===== src/rtl/mbpr_pkg.sv =====
// Shared types, status codes and the CRC-8 step of the packet reassembler.
package mbpr_pkg;

  localparam int FRAME_BYTES = 8;

  localparam logic [2:0] ST_OK       = 3'd0;
  localparam logic [2:0] ST_PROGRESS = 3'd1;
  localparam logic [2:0] ST_BAD_ADDR = 3'd2;
  localparam logic [2:0] ST_NO_BUF   = 3'd3;
  localparam logic [2:0] ST_BAD_FMT  = 3'd4;
  localparam logic [2:0] ST_BAD_CRC  = 3'd5;

  localparam logic [1:0] KIND_BAD_ADDR = 2'd0;
  localparam logic [1:0] KIND_START    = 2'd1;
  localparam logic [1:0] KIND_END      = 2'd2;
  localparam logic [1:0] KIND_DATA     = 2'd3;

  typedef struct packed {
    logic [7:0]  function_id;
    logic [7:0]  dest_addr;
    logic [7:0]  source_addr;
    logic [7:0]  marker;
    logic [3:0]  data_count;
    logic [63:0] frame_data;
  } in_item_t;

  typedef struct packed {
    logic [2:0] status;
    logic [7:0] packet_function;
    logic [7:0] packet_source;
    logic [7:0] packet_dest;
    logic [7:0] packet_param;
    logic [7:0] data_byte;
    logic       byte_valid;
    logic       last;
  } out_item_t;

  typedef struct packed {
    logic [1:0]  kind;
    logic [7:0]  fn;
    logic [7:0]  src;
    logic [7:0]  dst;
    logic [3:0]  cnt;
    logic [63:0] data;
  } cmd_t;

  function automatic logic [7:0] crc_byte(input logic [7:0] crc, input logic [7:0] b,
                                          input logic [7:0] poly);
    logic [7:0] c;
    c = crc ^ b;
    for (int i = 0; i < 8; i++) begin
      c = c[7] ? ((c << 1) ^ poly) : (c << 1);
    end
    return c;
  endfunction

endpackage


===== src/rtl/mbpr_front.sv =====
// Front end: takes an item, checks the address, decodes the marker and masks the data.
module mbpr_front import mbpr_pkg::*; (
  input  logic     clk,
  input  logic     rst_n,
  input  logic     accept,
  input  in_item_t in_item,
  input  logic [7:0] own_address,
  input  logic [7:0] start_marker,
  input  logic [7:0] end_marker,
  input  logic     q_full,
  output logic     push,
  output cmd_t     push_cmd,
  output logic     pending
);

  logic valid_r;
  cmd_t cmd_r;
  cmd_t cmd_nxt;
  logic [3:0] cnt;

  always_comb begin
    cnt = (in_item.data_count > 4'd8) ? 4'd8 : in_item.data_count;
    cmd_nxt.fn  = in_item.function_id;
    cmd_nxt.src = in_item.source_addr;
    cmd_nxt.dst = in_item.dest_addr;
    cmd_nxt.cnt = cnt;
    for (int i = 0; i < FRAME_BYTES; i++) begin
      cmd_nxt.data[i*8 +: 8] = (4'(i) < cnt) ? in_item.frame_data[i*8 +: 8] : 8'd0;
    end
    if (in_item.dest_addr != own_address) begin
      cmd_nxt.kind = KIND_BAD_ADDR;
    end else if (in_item.marker == start_marker) begin
      cmd_nxt.kind = KIND_START;
    end else if (in_item.marker == end_marker) begin
      cmd_nxt.kind = KIND_END;
    end else begin
      cmd_nxt.kind = KIND_DATA;
    end
  end

  always_ff @(posedge clk) begin
    if (!rst_n) begin
      valid_r <= 1'b0;
    end else if (accept) begin
      valid_r <= 1'b1;
    end else if (valid_r && !q_full) begin
      valid_r <= 1'b0;
    end
    if (accept) begin
      cmd_r <= cmd_nxt;
    end
  end

  assign push     = valid_r && !q_full;
  assign push_cmd = cmd_r;
  assign pending  = valid_r;

endmodule


===== src/rtl/mbpr_queue.sv =====
// Two-entry command queue between the front end and the back end.
module mbpr_queue import mbpr_pkg::*; (
  input  logic clk,
  input  logic rst_n,
  input  logic push,
  input  cmd_t push_cmd,
  input  logic pop,
  output cmd_t pop_cmd,
  output logic empty,
  output logic full
);

  cmd_t       ent_r [2];
  logic       wp_r;
  logic       rp_r;
  logic [1:0] cnt_r;

  always_ff @(posedge clk) begin
    if (!rst_n) begin
      wp_r  <= 1'b0;
      rp_r  <= 1'b0;
      cnt_r <= 2'd0;
    end else begin
      if (push) begin
        wp_r <= ~wp_r;
      end
      if (pop) begin
        rp_r <= ~rp_r;
      end
      cnt_r <= cnt_r + 2'(push) - 2'(pop);
    end
    if (push) begin
      ent_r[wp_r] <= push_cmd;
    end
  end

  assign pop_cmd = ent_r[rp_r];
  assign empty   = (cnt_r == 2'd0);
  assign full    = (cnt_r == 2'd2);

endmodule


===== src/rtl/mbpr_back.sv =====
// Back end: buffer lookup, packet store, running CRC and result delivery.
module mbpr_back import mbpr_pkg::*; #(
  parameter int NUM_BUFFERS  = 4,
  parameter int PACKET_BYTES = 64
) (
  input  logic       clk,
  input  logic       rst_n,
  input  logic       q_empty,
  input  cmd_t       q_cmd,
  output logic       pop,
  input  logic [7:0] crc_poly,
  output logic       out_valid,
  output out_item_t  out_item,
  output logic       busy
);

  localparam int BW = (NUM_BUFFERS > 1) ? $clog2(NUM_BUFFERS) : 1;
  localparam int LW = $clog2(PACKET_BYTES + 1);
  localparam int DEPTH = NUM_BUFFERS * PACKET_BYTES;
  localparam int AW = $clog2(DEPTH);

  localparam logic [2:0] S_IDLE  = 3'd0;
  localparam logic [2:0] S_EXEC  = 3'd1;
  localparam logic [2:0] S_WRITE = 3'd2;
  localparam logic [2:0] S_RD    = 3'd3;
  localparam logic [2:0] S_OUT   = 3'd4;

  logic [2:0]    state_r;
  cmd_t          cmd_r;
  logic [BW-1:0] bsel_r;
  logic [2:0]    wi_r;
  logic [LW-1:0] k_r;
  logic [7:0]    param_r;
  logic          out_valid_r;
  out_item_t     out_r;

  logic          act_r [NUM_BUFFERS];
  logic [7:0]    fn_r  [NUM_BUFFERS];
  logic [7:0]    src_r [NUM_BUFFERS];
  logic [7:0]    dst_r [NUM_BUFFERS];
  logic [LW-1:0] len_r [NUM_BUFFERS];
  logic [7:0]    crc_r [NUM_BUFFERS];

  logic [7:0]    mem [DEPTH];
  logic [7:0]    mem_q;
  logic          mem_we;
  logic [AW-1:0] base;
  logic [AW-1:0] waddr;
  logic [AW-1:0] raddr;
  logic [7:0]    wbyte;

  logic          found;
  logic [BW-1:0] fsel;
  logic          match_found;
  logic [LW-1:0] cur_len;
  logic [LW:0]   frames;
  logic [LW:0]   sum_len;

  always_comb begin
    found       = 1'b0;
    match_found = 1'b0;
    fsel        = '0;
    for (int i = 0; i < NUM_BUFFERS; i++) begin
      if (!match_found && act_r[i] && fn_r[i] == cmd_r.fn) begin
        match_found = 1'b1;
        fsel        = BW'(i);
      end
    end
    found = match_found;
    for (int i = 0; i < NUM_BUFFERS; i++) begin
      if (!found && !act_r[i]) begin
        found = 1'b1;
        fsel  = BW'(i);
      end
    end
  end

  assign cur_len = len_r[fsel];
  assign frames  = ({1'b0, cur_len} + (LW+1)'(7)) >> 3;
  assign sum_len = {1'b0, cur_len} + (LW+1)'(cmd_r.cnt);

  assign base   = AW'(PACKET_BYTES) * AW'(bsel_r);
  assign waddr  = base + AW'(len_r[bsel_r]) + AW'(wi_r);
  assign raddr  = base + AW'(k_r);
  assign wbyte  = cmd_r.data[wi_r*8 +: 8];
  assign mem_we = (state_r == S_WRITE);

  always_ff @(posedge clk) begin
    if (mem_we) begin
      mem[waddr] <= wbyte;
    end
    mem_q <= mem[raddr];
  end

  always_ff @(posedge clk) begin
    if (!rst_n) begin
      state_r     <= S_IDLE;
      out_valid_r <= 1'b0;
      for (int i = 0; i < NUM_BUFFERS; i++) begin
        act_r[i] <= 1'b0;
        fn_r[i]  <= 8'd0;
        src_r[i] <= 8'd0;
        dst_r[i] <= 8'd0;
        len_r[i] <= '0;
        crc_r[i] <= 8'd0;
      end
    end else begin
      out_valid_r <= 1'b0;
      case (state_r)
        S_IDLE: begin
          if (!q_empty) begin
            cmd_r   <= q_cmd;
            state_r <= S_EXEC;
          end
        end
        S_EXEC: begin
          out_r       <= '0;
          out_r.last  <= 1'b1;
          bsel_r      <= fsel;
          wi_r        <= 3'd0;
          k_r         <= '0;
          param_r     <= cmd_r.data[23:16];
          state_r     <= S_IDLE;
          out_valid_r <= 1'b1;
          if (cmd_r.kind == KIND_BAD_ADDR) begin
            out_r.status <= ST_BAD_ADDR;
          end else if (!found) begin
            out_r.status <= ST_NO_BUF;
          end else begin
            case (cmd_r.kind)
              KIND_START: begin
                act_r[fsel]  <= 1'b1;
                len_r[fsel]  <= '0;
                crc_r[fsel]  <= 8'd0;
                fn_r[fsel]   <= cmd_r.fn;
                src_r[fsel]  <= cmd_r.src;
                dst_r[fsel]  <= cmd_r.dst;
                out_r.status <= ST_PROGRESS;
              end
              KIND_END: begin
                act_r[fsel] <= 1'b0;
                if (8'(frames) != cmd_r.data[7:0]) begin
                  out_r.status <= ST_BAD_FMT;
                end else if (crc_r[fsel] != cmd_r.data[15:8]) begin
                  out_r.status <= ST_BAD_CRC;
                end else if (cur_len == '0) begin
                  out_r.status          <= ST_OK;
                  out_r.packet_function <= fn_r[fsel];
                  out_r.packet_source   <= src_r[fsel];
                  out_r.packet_dest     <= dst_r[fsel];
                  out_r.packet_param    <= cmd_r.data[23:16];
                end else begin
                  out_valid_r <= 1'b0;
                  state_r     <= S_RD;
                end
              end
              default: begin
                out_r.status <= ST_PROGRESS;
                if (match_found) begin
                  if (sum_len > (LW+1)'(PACKET_BYTES)) begin
                    act_r[fsel]  <= 1'b0;
                    out_r.status <= ST_BAD_FMT;
                  end else if (cmd_r.cnt != 4'd0) begin
                    out_valid_r <= 1'b0;
                    state_r     <= S_WRITE;
                  end
                end
              end
            endcase
          end
        end
        S_WRITE: begin
          crc_r[bsel_r] <= crc_byte(crc_r[bsel_r], wbyte, crc_poly);
          if ({1'b0, wi_r} == cmd_r.cnt - 4'd1) begin
            len_r[bsel_r] <= len_r[bsel_r] + LW'(cmd_r.cnt);
            out_r         <= '0;
            out_r.status  <= ST_PROGRESS;
            out_r.last    <= 1'b1;
            out_valid_r   <= 1'b1;
            state_r       <= S_IDLE;
          end else begin
            wi_r <= wi_r + 3'd1;
          end
        end
        S_RD: begin
          state_r <= S_OUT;
        end
        S_OUT: begin
          out_r.status          <= ST_OK;
          out_r.packet_function <= fn_r[bsel_r];
          out_r.packet_source   <= src_r[bsel_r];
          out_r.packet_dest     <= dst_r[bsel_r];
          out_r.packet_param    <= param_r;
          out_r.data_byte       <= mem_q;
          out_r.byte_valid      <= 1'b1;
          out_r.last            <= ({1'b0, k_r} + (LW+1)'(1)) == {1'b0, len_r[bsel_r]};
          out_valid_r           <= 1'b1;
          if (({1'b0, k_r} + (LW+1)'(1)) == {1'b0, len_r[bsel_r]}) begin
            state_r <= S_IDLE;
          end else begin
            k_r     <= k_r + LW'(1);
            state_r <= S_RD;
          end
        end
        default: begin
          state_r <= S_IDLE;
        end
      endcase
    end
  end

  assign pop       = (state_r == S_IDLE) && !q_empty;
  assign out_valid = out_valid_r;
  assign out_item  = out_r;
  assign busy      = (state_r != S_IDLE) || out_valid_r;

  a_byte_ok: assert property (@(posedge clk) disable iff (!rst_n)
    out_valid_r && out_r.byte_valid |-> out_r.status == ST_OK)
    else $error("Packet byte delivered with a non-ok status.");

  a_more_follows: assert property (@(posedge clk) disable iff (!rst_n)
    out_valid_r && !out_r.last |-> state_r == S_RD)
    else $error("Result without last while delivery has stopped.");

  a_write_range: assert property (@(posedge clk) disable iff (!rst_n)
    state_r == S_WRITE |-> {1'b0, wi_r} < cmd_r.cnt)
    else $error("Store write beyond the frame's byte count.");

endmodule


===== src/rtl/multi_buffer_packet_reassembler.sv =====
// Top level of the multi-buffer packet reassembler.
// One frame is taken per start pulse while busy is low. Rejected frames, start frames and
// other status-only results pass the front end's register, the queue and the back end's
// command register before the registered result, and busy stays high through that result;
// a data frame also stores its bytes, one byte and one CRC step per cycle. A delivered packet
// alternates a read of the store's registered port with each result; busy stays high.
// Results are strobed on out_valid for one cycle and cannot be stalled by the receiver.
module multi_buffer_packet_reassembler import mbpr_pkg::*; #(
  parameter int NUM_BUFFERS  = 4,
  parameter int PACKET_BYTES = 64
) (
  input  logic      clk,
  input  logic      rst_n,
  input  logic      start,
  output logic      busy,
  input  in_item_t  in_item,
  output logic      out_valid,
  output out_item_t out_item,
  input  logic      cfg_valid,
  output logic      cfg_ready,
  input  logic [7:0] cfg_index,
  input  logic [7:0] cfg_data
);

  localparam logic [7:0] REG_OWN_ADDR = 8'd0;
  localparam logic [7:0] REG_POLY     = 8'd1;
  localparam logic [7:0] REG_START    = 8'd2;
  localparam logic [7:0] REG_END      = 8'd3;

  logic [7:0] own_address_r;
  logic [7:0] crc_poly_r;
  logic [7:0] start_marker_r;
  logic [7:0] end_marker_r;

  logic accept;
  logic push;
  cmd_t push_cmd;
  logic pending;
  logic q_full;
  logic q_empty;
  logic pop;
  cmd_t q_cmd;
  logic back_busy;

  assign cfg_ready = 1'b1;

  always_ff @(posedge clk) begin
    if (!rst_n) begin
      own_address_r  <= 8'd0;
      crc_poly_r     <= 8'd7;
      start_marker_r <= 8'd254;
      end_marker_r   <= 8'd255;
    end else if (cfg_valid && cfg_ready) begin
      case (cfg_index)
        REG_OWN_ADDR: own_address_r  <= cfg_data;
        REG_POLY:     crc_poly_r     <= cfg_data;
        REG_START:    start_marker_r <= cfg_data;
        REG_END:      end_marker_r   <= cfg_data;
        default: ;
      endcase
    end
  end

  assign busy   = pending || !q_empty || back_busy;
  assign accept = start && !busy;

  mbpr_front u_front (
    .clk          (clk),
    .rst_n        (rst_n),
    .accept       (accept),
    .in_item      (in_item),
    .own_address  (own_address_r),
    .start_marker (start_marker_r),
    .end_marker   (end_marker_r),
    .q_full       (q_full),
    .push         (push),
    .push_cmd     (push_cmd),
    .pending      (pending)
  );

  mbpr_queue u_queue (
    .clk      (clk),
    .rst_n    (rst_n),
    .push     (push),
    .push_cmd (push_cmd),
    .pop      (pop),
    .pop_cmd  (q_cmd),
    .empty    (q_empty),
    .full     (q_full)
  );

  mbpr_back #(
    .NUM_BUFFERS  (NUM_BUFFERS),
    .PACKET_BYTES (PACKET_BYTES)
  ) u_back (
    .clk       (clk),
    .rst_n     (rst_n),
    .q_empty   (q_empty),
    .q_cmd     (q_cmd),
    .pop       (pop),
    .crc_poly  (crc_poly_r),
    .out_valid (out_valid),
    .out_item  (out_item),
    .busy      (back_busy)
  );

endmodule


===== config.mk =====
export PLATFORM = sky130hd
export DESIGN_NAME = multi_buffer_packet_reassembler
export DESIGN_NICKNAME = d
export VERILOG_FILES = /design/src/rtl/mbpr_pkg.sv /design/src/rtl/mbpr_front.sv /design/src/rtl/mbpr_queue.sv /design/src/rtl/mbpr_back.sv /design/src/rtl/multi_buffer_packet_reassembler.sv
export SDC_FILE = /design/constraint.sdc
export NUM_CORES = 2
export LEC_CHECK = 0
export ABC_AREA = 1
export BUFFER_PORTS_ARGS = -buffer_cell sky130_fd_sc_hd__buf_2
export CAP_MARGIN = 20
export CORE_MARGIN = 2
export CORE_UTILIZATION = 40
export DETAILED_ROUTE_END_ITERATION = 12
export PLACE_DENSITY = 0.54
export RECOVER_POWER = 50
export SETUP_SLACK_MARGIN = 0.4
export SYNTH_ARGS = -nofsm -noshare
export SYNTH_HDL_FRONTEND = slang
export SYNTH_SLANG_ARGS = --single-unit
export TNS_END_PERCENT = 50

===== constraint.sdc =====
create_clock -name clk -period 8.7 [get_ports clk]
set_clock_uncertainty 0.1 [all_clocks]
set_input_delay 0.435 -clock clk [delete_from_list [all_inputs] [get_ports clk]]
set_output_delay 0.435 -clock clk [all_outputs]
set_load 0.03 [all_outputs]

==> Flow_metrics.wiki <==
{| class="wikitable"
! Metric !! Value
|-
| Largest net degree at the start of global routing || 193
|-
| R2R depth || 7
|-
| Worst setup slack before clock tree synthesis || 2.722 ns
|-
| Clock latency reported for the late side of the worst-skew pair || 0.87 ns
|-
| Tot GR Track Use || 22.86%
|-
| Failing checks || max-capacitance violations, max-slew violations
|-
| CTS Buffer Depth || 4
|-
| CTS resizes || 0
|-
| Post-Route Utilization || 45.67%
|-
| Post-CTS Hold Fix Bufs || 113
|-
| Crit path required time || 8.69 ns
|-
| # IOs || 168
|-
| Endpoint class of the critical path || flip-flop
|-
| Power per Cell Area || 276.8 nW/um^2
|-
| Max Fclk || 0.1406 GHz
|-
| HP Start || cfg_index[1]
|-
| Setup slack after layout || 1.590 ns
|-
| Critical path arrival || 7.10 ns
|-
| Count of cell types in the netlist || 63
|-
| Number of global-route vias before repair || 72954
|-
| Critical path origin || u_back.wi_r[1]
|-
| Outcome || finished with violations
|-
| Floorplan die height || 529.7 um
|-
| Cell area after placement || 114900 um^2
|-
| Syn Nets || 9250
|-
| Area occupied by multi-input gates || 26270 um^2
|-
| Floorplan row count || 192
|-
| Post-DP HPWL || 189600 um
|-
| Most common cell in the synthesized netlist || edfxtp_1
|-
| Final Max Tran Viols || 1644
|-
| Post-Syn Area per Cell || 12.14 um^2
|-
| Largest fanout on the critical path || 144
|-
| Main area contributors after synthesis || edfxtp_1 (72%), nor2_1 (5.7%), o21ai_0 (5.3%)
|-
| Global-route wire length before repair || 480300 um
|-
| Area growth from synthesis to final layout || 13.36%
|-
| Layout fillers || 24827
|-
| # port buffers || 166
|-
| TritonCTS Sinks || 2700
|-
| Final clock period utilization by the worst path || 81.73%
|-
| Number of nets in the final layout || 9333
|-
| Maximum Capacitance Violations || 28
|-
| Total global routing overflow || 0
|-
| Synth Warn # || 0
|-
| Peak VDD IR || 0.0001889 V
|-
| Count of cells along the worst hold path || 5
|-
| Level count of the clock H-tree || 5
|-
| Most instantiated cells after synthesis || edfxtp_1 (2646), nor2_1 (1680), o21ai_0 (1173)
|-
| Number of synthesized flops with an enable pin || 2646
|-
| Die Span X || 529.7 um
|-
| Share of layout cells above drive strength 1 || 7.702%
|-
| Unrepaired setup endpoints after global routing || no
|-
| Starting Density || 40.29%
|-
| Mapped Cells || 9106
|-
| Final weighted congestion in routability-driven placement || 0.8885
|-
| Post-CTS setup repair buffer count || 0
|-
| Worst min-delay path category || in2reg
|-
| Yosys top cell by area || edfxtp_1
|-
| Residual antenna-violating net count after detailed routing || 0
|-
| Cell at the root of the clock tree || clkbuf_16
|-
| Router iterations before antenna repair || 6
|-
| Startpoint of the most critical register-to-register path || u_back.wi_r[1]
|-
| Number of design rule violations left after detail routing || 0
|-
| Area fraction of the dominant cell type after synthesis || 71.89%
|-
| Leading register cell type out of synthesis || edfxtp_1
|-
| Vias per cell || 5.646
|-
| Post-layout instance area || 125300 um^2
|-
| Max-slew headroom at the worst pin || -248.8%
|-
| Sequential standard cell area || 80540 um^2
|-
| Worst Path Class, Setup || reg2reg
|-
| Total wire length || 327900 um
|-
| Post-synthesis cell area || 110500 um^2
|-
| Post-synthesis sequential element count || 2700
|-
| FFs w/ async S/R, synth || 0%
|-
| Total power after layout || 34.67 mW
|-
| Startpoint type of the worst setup path || flip-flop
|-
| Final critical path time including I/O delays and setup || 7.110 ns
|-
| Post-route setup TNS || 0 ns
|-
| Area of the die || 280500 um^2
|-
| Fraction of the yosys area taken by sequential cells || 72.87%
|-
| Number of antenna violations at the first check in global routing || 9
|-
| Final Hold Vio Count || 0
|-
| CTS Buf Count || 292
|-
| Leakage power total || 41.96 nW
|-
| First DRT Iteration DRCs || 8753
|-
| Via count || 73960
|-
| Final setup violation count || 0
|-
| TritonCTS clock tree || yes
|-
| Actual transition at the worst max-transition pin || 5.232 ns
|-
| Average wire per cell in the routed design || 25.03 um
|-
| Register clock-pin slew on the reported worst setup and hold paths || 0.06 ns
|-
| Area inside the core boundary || 274300 um^2
|}
-- kinds of logic (layout without fill, tap and decap cells) --
family	Yosys count	after routing	synth area share (%)
compound gates	2076	2076	10.98
xor+xnor	65	65	0.5151
fa+ha+maj	24	24	0.2921
buf+inv	983	1290	3.440
flops	2700	2700	72.87
other cells	1	2	0.003393
simple gates	3257	3257	11.90
-- layout make-up --
class	instances	area share [%]
antenna	1	0.001997
clock buffer	347	6.115
clock inverter	171	1.458
inverter	380	1.180
multi-input combinational	5423	20.97
sequential	2700	64.28
tap	3686	3.681
timing repair buffer	392	2.314
-- metrics by stage --
stage                     hold slack [ns]  std cells
after floorplan                    0.3215       9106
after global placement             0.3226      12464
after detailed placement           0.3296      12466
after CTS                        0.001326      13097
after global routing              0.08846      13100
final                             0.05029      13100
-- routing by layer --
metal	global-route usage (%)	up-vias	routed length [um]
li1	-	33160	-
met1	31.59	36737	137300
met2	36.86	3449	153600
met3	3.531	608	25790
met4	7.736	6	11110
met5	0	-	34
-- worst max-delay path, stage by stage (launching register included) --
cell and delay (ns):
edfxtp_1 0.64, clkbuf_1 0.89, a21oi_1 0.12, o21ai_0 0.21
nand3_1 0.18, nand2_1 0.17, clkinvlp_2 1.98, clkbuf_4 1.79
-- worst paths after layout --
path | endpoint | slack [ns]
max reg2reg | u_back.mem[93][3] | 1.59
min | own_address_r[4] | 0.05
min reg2reg | u_queue.ent_r[0][75] | 0.33
max | u_back.mem[93][3] | 1.59
-- report_power, final --
part	total [mW]	internal, mW	switching, mW
logic	5.88	1.19	4.69
clock network	12.4	7.30	5.13
registers	16.4	16.1	0.279
total	34.7	24.6	10.1
-- flip-flops by register name, summed over array words and instances (netlist names), 2 cells and up, named ones only --
name and cells:
u_back.mem 2048, u_queue.ent_r 188, u_back.cmd_r 94, u_front.push_cmd 94
u_back.out_item 45, u_back.crc_r 32, u_back.dst_r 32, u_back.fn_r 32
u_back.src_r 32, u_back.len_r 28, crc_poly_r 8, end_marker_r 8
own_address_r 8, start_marker_r 8, u_back.mem_q 8, u_back.param_r 8
u_back.k_r 7, u_back.act_r 4, u_back.state_r 3, u_back.wi_r 3
u_back.bsel_r 2, u_queue.cnt_r 2
-- layout by cell type (no fill, tap or decap), types with 24 or more instances in the layout --
cell type,n
bufinv_16,33
nor2_1,1679
clkinv_1,47
a21oi_1,149
nand4_1,74
o22ai_1,341
nand2_1,1093
clkbuf_1,126
inv_1,351
nand3_1,310
dlygate4sd3_1,113
xnor2_1,24
o21ai_0,1173
buf_2,105
edfxtp_1,2646
a31oi_1,41
o221ai_1,206
xor2_1,41
buf_4,69
dfxtp_1,53
clkbuf_16,298
a22o_1,26
clkinv_2,55
o211ai_1,89
Power figures use the tool's default switching activity.
